$ cat config.mk
export PLATFORM = sky130hd
export DESIGN_NAME = shell_word_splitter_unit_flat
export DESIGN_NICKNAME = d
export VERILOG_FILES = /design/src/design/swsp_pkg.sv /design/src/design/swsp_if.sv /design/src/design/swsp_step.sv /design/src/design/shell_word_splitter_unit.sv /design/src/flat_wrapper.sv
export SDC_FILE = /design/constraint.sdc
export NUM_CORES = 1
export LEC_CHECK = 0
export BUFFER_PORTS_ARGS = -buffer_cell sky130_fd_sc_hd__buf_2
export CAP_MARGIN = 20
export CORE_ASPECT_RATIO = 0.7
export CORE_UTILIZATION = 50
export DETAILED_ROUTE_END_ITERATION = 12
export PLACE_DENSITY = 0.81
export SKIP_LAST_GASP = 1
export SLEW_MARGIN = 20
export SYNTH_ARGS = -nofsm -noshare
export SYNTH_HDL_FRONTEND = slang
export SYNTH_SLANG_ARGS = --single-unit
$ cat constraint.sdc
create_clock -name clk -period 3.7 [get_ports clk]
set_input_delay 0.925 -clock clk [delete_from_list [all_inputs] [get_ports clk]]
set_output_delay 0.925 -clock clk [all_outputs]
set_load 0.05 [all_outputs]
$ cat src/design/swsp_pkg.sv
// Package for the shell word splitter: quote modes, event codes, byte codes
// and the parser state record. It has no dependencies.
package swsp_pkg;

	// Quoting context of the parser. The unused fourth code acts as unquoted.
	typedef enum logic [1:0] {
		QM_UNQUOTED = 2'd0,
		QM_DOUBLE   = 2'd1,
		QM_SINGLE   = 2'd2
	} quote_mode_t;

	// Kind of result beat.
	typedef enum logic [1:0] {
		EV_BYTE      = 2'd0,
		EV_END_OK    = 2'd1,
		EV_END_ESC   = 2'd2,
		EV_END_QUOTE = 2'd3
	} event_t;

	// Bytes with a special meaning to the parser.
	localparam logic [7:0] CH_HASH   = 8'h23;
	localparam logic [7:0] CH_BSLASH = 8'h5C;
	localparam logic [7:0] CH_DQUOTE = 8'h22;
	localparam logic [7:0] CH_SQUOTE = 8'h27;
	localparam logic [7:0] CH_NL     = 8'h0A;
	localparam logic [7:0] CH_SPACE  = 8'h20;
	localparam logic [7:0] CH_TAB    = 8'h09;
	localparam logic [7:0] CH_CR     = 8'h0D;

	// Parser flags, without the line count whose width is a parameter.
	typedef struct packed {
		quote_mode_t quote_mode;
		logic        escape_pending;
		logic        in_comment;
		logic        in_word;
	} swsp_state_t;

	localparam swsp_state_t STATE_RESET = '{
		quote_mode:     QM_UNQUOTED,
		escape_pending: 1'b0,
		in_comment:     1'b0,
		in_word:        1'b0
	};

endpackage

$ cat src/design/swsp_if.sv
// Valid/ready channel interfaces for the shell word splitter.
// Depends on swsp_pkg for the event code type.
interface swsp_in_if;
	logic       valid;
	logic       ready;
	logic [7:0] byte_in;
	logic       end_of_file;

	modport source (output valid, output byte_in, output end_of_file, input ready);
	modport sink (input valid, input byte_in, input end_of_file, output ready);
endinterface

interface swsp_out_if
	import swsp_pkg::*;
#(
	parameter int LINE_WIDTH = 32
);
	logic                  valid;
	logic                  ready;
	event_t                event_res;
	logic                  starts_word;
	logic                  has_byte;
	logic [7:0]            byte_out;
	logic [LINE_WIDTH-1:0] line_number;

	modport source (output valid, output event_res, output starts_word, output has_byte,
		output byte_out, output line_number, input ready);
	modport sink (input valid, input event_res, input starts_word, input has_byte,
		input byte_out, input line_number, output ready);
endinterface

$ cat src/design/swsp_step.sv
// Next-state and result logic of the shell word splitter for one beat.
// Purely combinational; depends on swsp_pkg.
module swsp_step
	import swsp_pkg::*;
#(
	parameter int LINE_WIDTH = 32
) (
	input  logic [7:0]            byte_in,
	input  logic                  end_of_file,
	input  swsp_state_t           state_q,
	input  logic [LINE_WIDTH-1:0] line_q,
	output swsp_state_t           state_d,
	output logic [LINE_WIDTH-1:0] line_d,
	output event_t                event_res,
	output logic                  starts_word,
	output logic                  has_byte,
	output logic [7:0]            byte_out,
	output logic [LINE_WIDTH-1:0] line_number
);

	logic                  unquoted;
	logic                  blank;
	logic                  done;
	logic                  count;
	logic [LINE_WIDTH-1:0] line_inc;

	// Blanks are space, tab, newline, vertical tab, form feed and return.
	always_comb begin
		blank = (byte_in == CH_SPACE) || (byte_in inside {[CH_TAB:CH_CR]});
	end

	// Saturating line counter increment.
	assign line_inc = (line_q != '1) ? line_q + 1'b1 : line_q;

	// Parser flags for a byte beat.
	always_comb begin
		state_d     = state_q;
		starts_word = 1'b0;
		has_byte    = 1'b0;
		byte_out    = '0;
		count       = 1'b0;
		done        = 1'b0;
		unquoted    = !(state_q.quote_mode == QM_DOUBLE || state_q.quote_mode == QM_SINGLE);

		// Comments and blanks only matter outside quotes and escapes.
		if (unquoted && !state_q.escape_pending) begin
			if (state_q.in_comment) begin
				if (byte_in == CH_NL) begin
					state_d.in_comment = 1'b0;
					count              = 1'b1;
				end
				done = 1'b1;
			end else if (byte_in == CH_HASH && !state_q.in_word) begin
				state_d.in_comment = 1'b1;
				done               = 1'b1;
			end else if (blank) begin
				state_d.in_word = 1'b0;
				count           = (byte_in == CH_NL);
				done            = 1'b1;
			end
		end

		// Backslash-newline joins lines and adds nothing.
		if (!done && state_q.escape_pending && byte_in == CH_NL) begin
			count                  = 1'b1;
			state_d.escape_pending = 1'b0;
			done                   = 1'b1;
		end

		// Word content: escaped byte, quote change or literal byte.
		if (!done) begin
			if (!state_q.in_word) begin
				state_d.in_word = 1'b1;
				starts_word     = 1'b1;
			end
			if (state_q.escape_pending) begin
				has_byte               = 1'b1;
				byte_out               = byte_in;
				state_d.escape_pending = 1'b0;
			end else begin
				case (state_q.quote_mode)
					QM_SINGLE: begin
						if (byte_in == CH_SQUOTE) begin
							state_d.quote_mode = QM_UNQUOTED;
						end else begin
							has_byte = 1'b1;
							byte_out = byte_in;
						end
					end
					QM_DOUBLE: begin
						if (byte_in == CH_BSLASH) begin
							state_d.escape_pending = 1'b1;
						end else if (byte_in == CH_DQUOTE) begin
							state_d.quote_mode = QM_UNQUOTED;
						end else begin
							has_byte = 1'b1;
							byte_out = byte_in;
						end
					end
					default: begin
						if (byte_in == CH_BSLASH) begin
							state_d.escape_pending = 1'b1;
						end else if (byte_in == CH_DQUOTE) begin
							state_d.quote_mode = QM_DOUBLE;
						end else if (byte_in == CH_SQUOTE) begin
							state_d.quote_mode = QM_SINGLE;
						end else begin
							has_byte = 1'b1;
							byte_out = byte_in;
						end
					end
				endcase
				count = (byte_in == CH_NL);
			end
		end

		// End beat: report status, then return to the reset state.
		if (end_of_file) begin
			state_d     = STATE_RESET;
			starts_word = 1'b0;
			has_byte    = 1'b0;
			byte_out    = '0;
		end
	end

	// Status of an end beat; a dangling backslash outranks an open quote.
	always_comb begin
		if (!end_of_file) begin
			event_res = EV_BYTE;
		end else if (state_q.escape_pending) begin
			event_res = EV_END_ESC;
		end else if (!unquoted) begin
			event_res = EV_END_QUOTE;
		end else begin
			event_res = EV_END_OK;
		end
	end

	// The end beat reports the count before it is cleared.
	assign line_d      = end_of_file ? '0 : (count ? line_inc : line_q);
	assign line_number = end_of_file ? line_q : line_d;

endmodule

$ cat src/design/shell_word_splitter_unit.sv
// Shell word splitter top level. A beat accepted into the input register has its
// result loaded through swsp_step into the result register (input register, then
// result register) once stage 2 can load. While the result side does not stall,
// it takes one byte or end beat per cycle; the parser state loop closes through swsp_step.
// Stalls on the result side back up one stage. Reset clears the parser flags, the line
// count and both valid flags. Depends on swsp_pkg, swsp_if and swsp_step.
module shell_word_splitter_unit
	import swsp_pkg::*;
#(
	parameter int LINE_WIDTH = 32
) (
	input  logic        clk,
	input  logic        arst_n,
	swsp_in_if.sink     byte_ch,
	swsp_out_if.source  result_ch
);

	logic                  valid_s1;
	logic [7:0]            byte_s1;
	logic                  eof_s1;
	logic                  valid_s2;
	event_t                event_s2;
	logic                  starts_s2;
	logic                  has_s2;
	logic [7:0]            byte_s2;
	logic [LINE_WIDTH-1:0] line_s2;
	swsp_state_t           state_q;
	swsp_state_t           state_d;
	logic [LINE_WIDTH-1:0] line_q;
	logic [LINE_WIDTH-1:0] line_d;
	event_t                event_d;
	logic                  starts_d;
	logic                  has_d;
	logic [7:0]            byte_d;
	logic [LINE_WIDTH-1:0] line_num_d;
	logic                  advance;
	logic                  take_in;

	// Stage 2 can load when it is empty or its beat leaves now.
	assign advance       = !valid_s2 || result_ch.ready;
	assign byte_ch.ready = !valid_s1 || advance;
	assign take_in       = byte_ch.valid && byte_ch.ready;

	// Input register.
	always_ff @(posedge clk or negedge arst_n) begin
		if (!arst_n) begin
			valid_s1 <= 1'b0;
		end else if (byte_ch.ready) begin
			valid_s1 <= byte_ch.valid;
		end
	end

	always_ff @(posedge clk) begin
		if (take_in) begin
			byte_s1 <= byte_ch.byte_in;
			eof_s1  <= byte_ch.end_of_file;
		end
	end

	swsp_step #(
		.LINE_WIDTH(LINE_WIDTH)
	) u_step (
		.byte_in     (byte_s1),
		.end_of_file (eof_s1),
		.state_q     (state_q),
		.line_q      (line_q),
		.state_d     (state_d),
		.line_d      (line_d),
		.event_res   (event_d),
		.starts_word (starts_d),
		.has_byte    (has_d),
		.byte_out    (byte_d),
		.line_number (line_num_d)
	);

	// Parser state and result register update when stage 1 moves on.
	always_ff @(posedge clk or negedge arst_n) begin
		if (!arst_n) begin
			state_q  <= STATE_RESET;
			line_q   <= '0;
			valid_s2 <= 1'b0;
		end else if (advance) begin
			valid_s2 <= valid_s1;
			if (valid_s1) begin
				state_q <= state_d;
				line_q  <= line_d;
			end
		end
	end

	always_ff @(posedge clk) begin
		if (advance && valid_s1) begin
			event_s2  <= event_d;
			starts_s2 <= starts_d;
			has_s2    <= has_d;
			byte_s2   <= byte_d;
			line_s2   <= line_num_d;
		end
	end

	assign result_ch.valid       = valid_s2;
	assign result_ch.event_res   = event_s2;
	assign result_ch.starts_word = starts_s2;
	assign result_ch.has_byte    = has_s2;
	assign result_ch.byte_out    = byte_s2;
	assign result_ch.line_number = line_s2;

	// A pending escape always sits inside an open word.
	a_escape_in_word: assert property (@(posedge clk) disable iff (!arst_n)
		state_q.escape_pending |-> state_q.in_word)
		else $error("escape pending outside a word");

	// An end beat returns the parser to its reset state.
	a_end_clears: assert property (@(posedge clk) disable iff (!arst_n)
		advance && valid_s1 && eof_s1 |=> state_q == STATE_RESET && line_q == '0)
		else $error("end beat did not clear the parser state");

	// The line count never drops on a byte beat.
	a_line_monotonic: assert property (@(posedge clk) disable iff (!arst_n)
		advance && valid_s1 && !eof_s1 |=> line_q >= $past(line_q))
		else $error("line count decreased on a byte beat");

	// End beats carry no word byte.
	a_end_no_byte: assert property (@(posedge clk) disable iff (!arst_n)
		valid_s2 && event_s2 != EV_BYTE |-> !has_s2 && !starts_s2)
		else $error("end beat carries word data");

endmodule
$ cat src/flat_wrapper.sv
// flat-port wrapper written by rule: the top's interface ports become plain ports
module shell_word_splitter_unit_flat import swsp_pkg::*;
#(
	parameter int LINE_WIDTH = 32
)
  (clk, arst_n, byte_ch_valid, byte_ch_byte_in, byte_ch_end_of_file, byte_ch_ready, result_ch_valid, result_ch_event_res, result_ch_starts_word, result_ch_has_byte, result_ch_byte_out, result_ch_line_number, result_ch_ready);
  swsp_in_if byte_ch_i ();
  swsp_out_if #(.LINE_WIDTH(LINE_WIDTH)) result_ch_i ();
  input  logic clk;
  input  logic arst_n;
  input wire logic [$bits(byte_ch_i.valid)-1:0] byte_ch_valid;
  input wire logic [$bits(byte_ch_i.byte_in)-1:0] byte_ch_byte_in;
  input wire logic [$bits(byte_ch_i.end_of_file)-1:0] byte_ch_end_of_file;
  output wire logic [$bits(byte_ch_i.ready)-1:0] byte_ch_ready;
  output wire logic [$bits(result_ch_i.valid)-1:0] result_ch_valid;
  output wire logic [$bits(result_ch_i.event_res)-1:0] result_ch_event_res;
  output wire logic [$bits(result_ch_i.starts_word)-1:0] result_ch_starts_word;
  output wire logic [$bits(result_ch_i.has_byte)-1:0] result_ch_has_byte;
  output wire logic [$bits(result_ch_i.byte_out)-1:0] result_ch_byte_out;
  output wire logic [$bits(result_ch_i.line_number)-1:0] result_ch_line_number;
  input wire logic [$bits(result_ch_i.ready)-1:0] result_ch_ready;
  assign byte_ch_i.valid = byte_ch_valid;
  assign byte_ch_i.byte_in = byte_ch_byte_in;
  assign byte_ch_i.end_of_file = byte_ch_end_of_file;
  assign byte_ch_ready = byte_ch_i.ready;
  assign result_ch_valid = result_ch_i.valid;
  assign result_ch_event_res = result_ch_i.event_res;
  assign result_ch_starts_word = result_ch_i.starts_word;
  assign result_ch_has_byte = result_ch_i.has_byte;
  assign result_ch_byte_out = result_ch_i.byte_out;
  assign result_ch_line_number = result_ch_i.line_number;
  assign result_ch_i.ready = result_ch_ready;
  shell_word_splitter_unit #(.LINE_WIDTH(LINE_WIDTH)) u_core (.clk(clk), .arst_n(arst_n), .byte_ch(byte_ch_i), .result_ch(result_ch_i));
endmodule
==> results.yml <==
logic_synthesis:
  seq_area_frac_synth_pct: 53.13
  ys_ff_latch: 92
  avgSynthCellArea_um2: 9.984
  netlist_area_um2: 4832
  async_reset_ff_share_pct: 42.39
  ys_warn_count: 0
  ys_types: 54
  syn-num-nets: 500
  synthFlopType: "edfxtp_1"
  synth.top_cell.area_share_pct: 32.94
  syn_inst: 484
  synth_edf_count: 53
  netlist.top_cell.by_area: "edfxtp_1"
  synthTopCellsByArea: "edfxtp_1 33%, dfrtp_1 20%, nand2_1 5.4%"
sta:
  rsz0062_at_grt: "no"
  fmaxAchievable_ghz: 0.3202
  drv_slew: 0
  fin_tns_setup_ps: 0
  setup_viol: 0
  relSlewSlack_pct: 31.94
  worst_pin_slew_ps: 1021
  fin_ws_ps: 577.4
  finalClockSkew_ps: 6.024
  final_hold_viol_count: 0
  period_minus_slack_ps: 3123
  fin_crit_sh_pct: 84.40
final_layout:
  diodes: 0
  syn_to_final_growth_pct: 14.06
  drive_gt1_share_pct: 17.13
  utilization_pct: 59.80
  final_nets: 548
worst_setup_path:
  path_delay_family: "simple AND/OR/NAND/NOR gates"
  max_stage_delay_ps: 640
  cp.depth: 7
  r2r_start: "u_core.line_q[0]"
  crit_buf_inv: 0
  cp_max_fo: 14
  worst_r2r_endpoint: "u_core.result_ch.line_number[15]"
  crit_path_start: "u_core.line_q[0]"
  r2r_cells: 7
  cp-endpoint: "u_core.result_ch.line_number[15]"
  cp-start-kind: "flip-flop"
  criticalPathCategory: "flip-flop to flip-flop"
  worstPathCellList: "ha_1 -> nand3_1 -> nor4_1 -> nand4_1 -> nand2_1 -> nor3_1 -> xor2_1"
  crit_path_end_kind: "flip-flop"
  crit_slowest_cell: "nor4_1"
  worstPathRequired_ps: 3790
  ff2ff_setup_slack_ps: 580
  critical_path_arrival_ps: 3210
outcome:
  status: "completed"
global_routing:
  grtUsageTotal_pct: 22.74
  antenna_found_initial: 0
  globalRoute.totalOverflow: 0
  grt_pass1_vias: 3664
  grt_pass1_wl_um: 17860
  grt_max_degree: 40
power:
  p_seq_share_pct: 46.8
  clkPwrFrac_pct: 32.7
  leakagePower_uw: 0.002152
  p_int_uw: 1902
  swShare_pct: 32.08
  power_frac_comb_pct: 20.5
  ir_drop_mv: 0.2935
  powerDensity_nw_per_um2: 508.0
  switching_power_uw: 898.2
clock_network:
  cts_buffer_depth: 2
  clock_tree.root_cell: "clkbuf_16"
  cts_resized: 0
  cts.sinks: 92
  clk_pin_slew_ps: 60
  cts_setup_buffers: 0
  clkLatencyLatePin_ps: 350
  numCtsBuffers: 9
  cts_hold_buf: 0
  ctsHtreeMaxLevel: 3
  tritoncts: "done"
floorplan:
  die_y_um: 84.25
  die_width_um: 119.5
  die_area_um2: 10070
  io_pins: 59
  start_util_pct: 52.43
  coreArea_um2: 9216
  num_rows: 29
drt:
  vias: 3918
  drtIter0Drc: 382
  ant_nets: 0
  routed_wl_um: 10900
  dr.pass1.iters: 5
  viasPerCell: 5.927
  wl_per_cell_um: 16.49
  drc: 0
placed_design:
  io_buffers: 58
  gp_congestion: 0.8825
  dp_hpwl_um: 7376
  pre_cts_slack_ps: 704.4
flow_run:
  max_cap_viol_count: 0
hold_path:
  min_path_type: "flip-flop to flip-flop"
  min-delay-start: "u_core.valid_s1"
kinds of logic (layout without fill, tap and decap cells):
kind of cell / count (synthesis) / in the layout / synth area share [%]
and+or+nand+nor: 224 / 224 / 23.23
xor gates and xnor gates: 41 / 41 / 7.431
buffers and inverters: 42 / 95 / 3.521
DFF: 92 / 92 / 53.13
muxes: 10 / 10 / 2.097
AOI/OAI and AO/OA: 72 / 72 / 9.814
adders and majority gates: 3 / 3 / 0.7769
worst min-delay path by stage:
stage,to,cells past startpoint
finish,u_core.result_ch.valid,1
global route,u_core.result_ch.valid,1
CTS,u_core.result_ch.valid,1
detailed placement,u_core.result_ch.valid,1
global placement,u_core.result_ch.valid,1
floorplan,u_core.result_ch.valid,1
state kept, by name, indices dropped and copies added (netlist names):
register / count
u_core.result_ch.valid: 1
u_core.state_q: 5
u_core.eof_s1: 1
u_core.result_ch.byte_out: 8
u_core.line_q: 32
u_core.byte_s1: 8
u_core.result_ch.has_byte: 1
u_core.valid_s1: 1
u_core.result_ch.event_res: 2
u_core.result_ch.line_number: 32
u_core.result_ch.starts_word: 1
power groups by stage:
| stage | Clock (µW) | Sequential (µW) | Combinational, µW |
|---|---|---|---|
| after floorplan | 0 | 1480 | 274 |
| after CTS | 930 | 1310 | 575 |
| final | 916 | 1310 | 574 |
| after global placement | 0 | 1320 | 550 |
| after global routing | 968 | 1320 | 617 |
| after detailed placement | 0 | 1330 | 572 |
area by class of cell:
class / count / area, µm²
repair buffers: 64 / 337.8
inverters: 15 / 56.30
well taps: 124 / 155.1
fillers: 762 / 3705
flip-flops and latches: 92 / 2567
clock inverters: 6 / 65.06
multi-input cells: 350 / 2101
clock buffers: 10 / 229.0
layout by cell type, fill, tap and decap left out, types with 2 or more instances in the layout:
cell,instances
o22a_1,3
o211ai_1,4
and3_1,7
o21ai_1,5
nand3_1,24
or4_1,3
xor2_1,22
a21o_1,5
nor2b_1,6
a211oi_1,2
o21ai_0,24
nor2_1,37
nor3_2,2
ha_1,3
nor4_2,2
nand2_1,70
xnor2_1,19
o31ai_1,2
or2_2,2
nor3_1,20
clkbuf_16,9
and2_1,5
dfrtp_1,39
nor4_1,17
nand4b_1,2
mux2i_1,9
edfxtp_1,53
nand4_1,9
nand3b_1,4
clkinvlp_4,4
inv_1,14
buf_2,57
a21oi_1,9
o311ai_0,4
a31oi_1,4
buf_4,7
nand2b_1,7
Yosys cell counts, drive strengths merged (4+ instances only):
master / instances
nand3: 24
nand4: 9
buf: 5
mux2i: 9
nand2: 70
nor2: 39
inv: 15
clkbuf: 22
and3: 7
a21o: 5
o21ai: 29
nor2b: 6
a31oi: 4
nand2b: 7
nand3b: 4
edfxtp: 53
xnor2: 19
and2: 5
o211ai: 4
a21oi: 9
o311ai: 4
nor4: 19
dfrtp: 39
nor3: 22
xor2: 22
layer usage:
| layer | up-vias | part of all wire [%] | GRT usage [%] |
|---|---|---|---|
| li1 | 1826 | - | - |
| met1 | 1861 | 45 | 31.46 |
| met2 | 207 | 44 | 34.37 |
| met3 | 24 | 9.2 | 7.065 |
| met4 | 0 | 1.5 | 6.932 |
| met5 | - | 0 | 0 |
per-stage QoR:
step	instance area, µm²	total power (µW)	hold slack (ps)	std cells
after detailed placement	5215	1898	497.6	645
final	5512	2800	501.3	661
after CTS	5509	2813	502.0	661
after global placement	5215	1872	475.4	645
after floorplan	4832	1756	456.9	484
after global routing	5512	2908	528.2	661
Note: power is estimated with default switching activity, not from simulation.
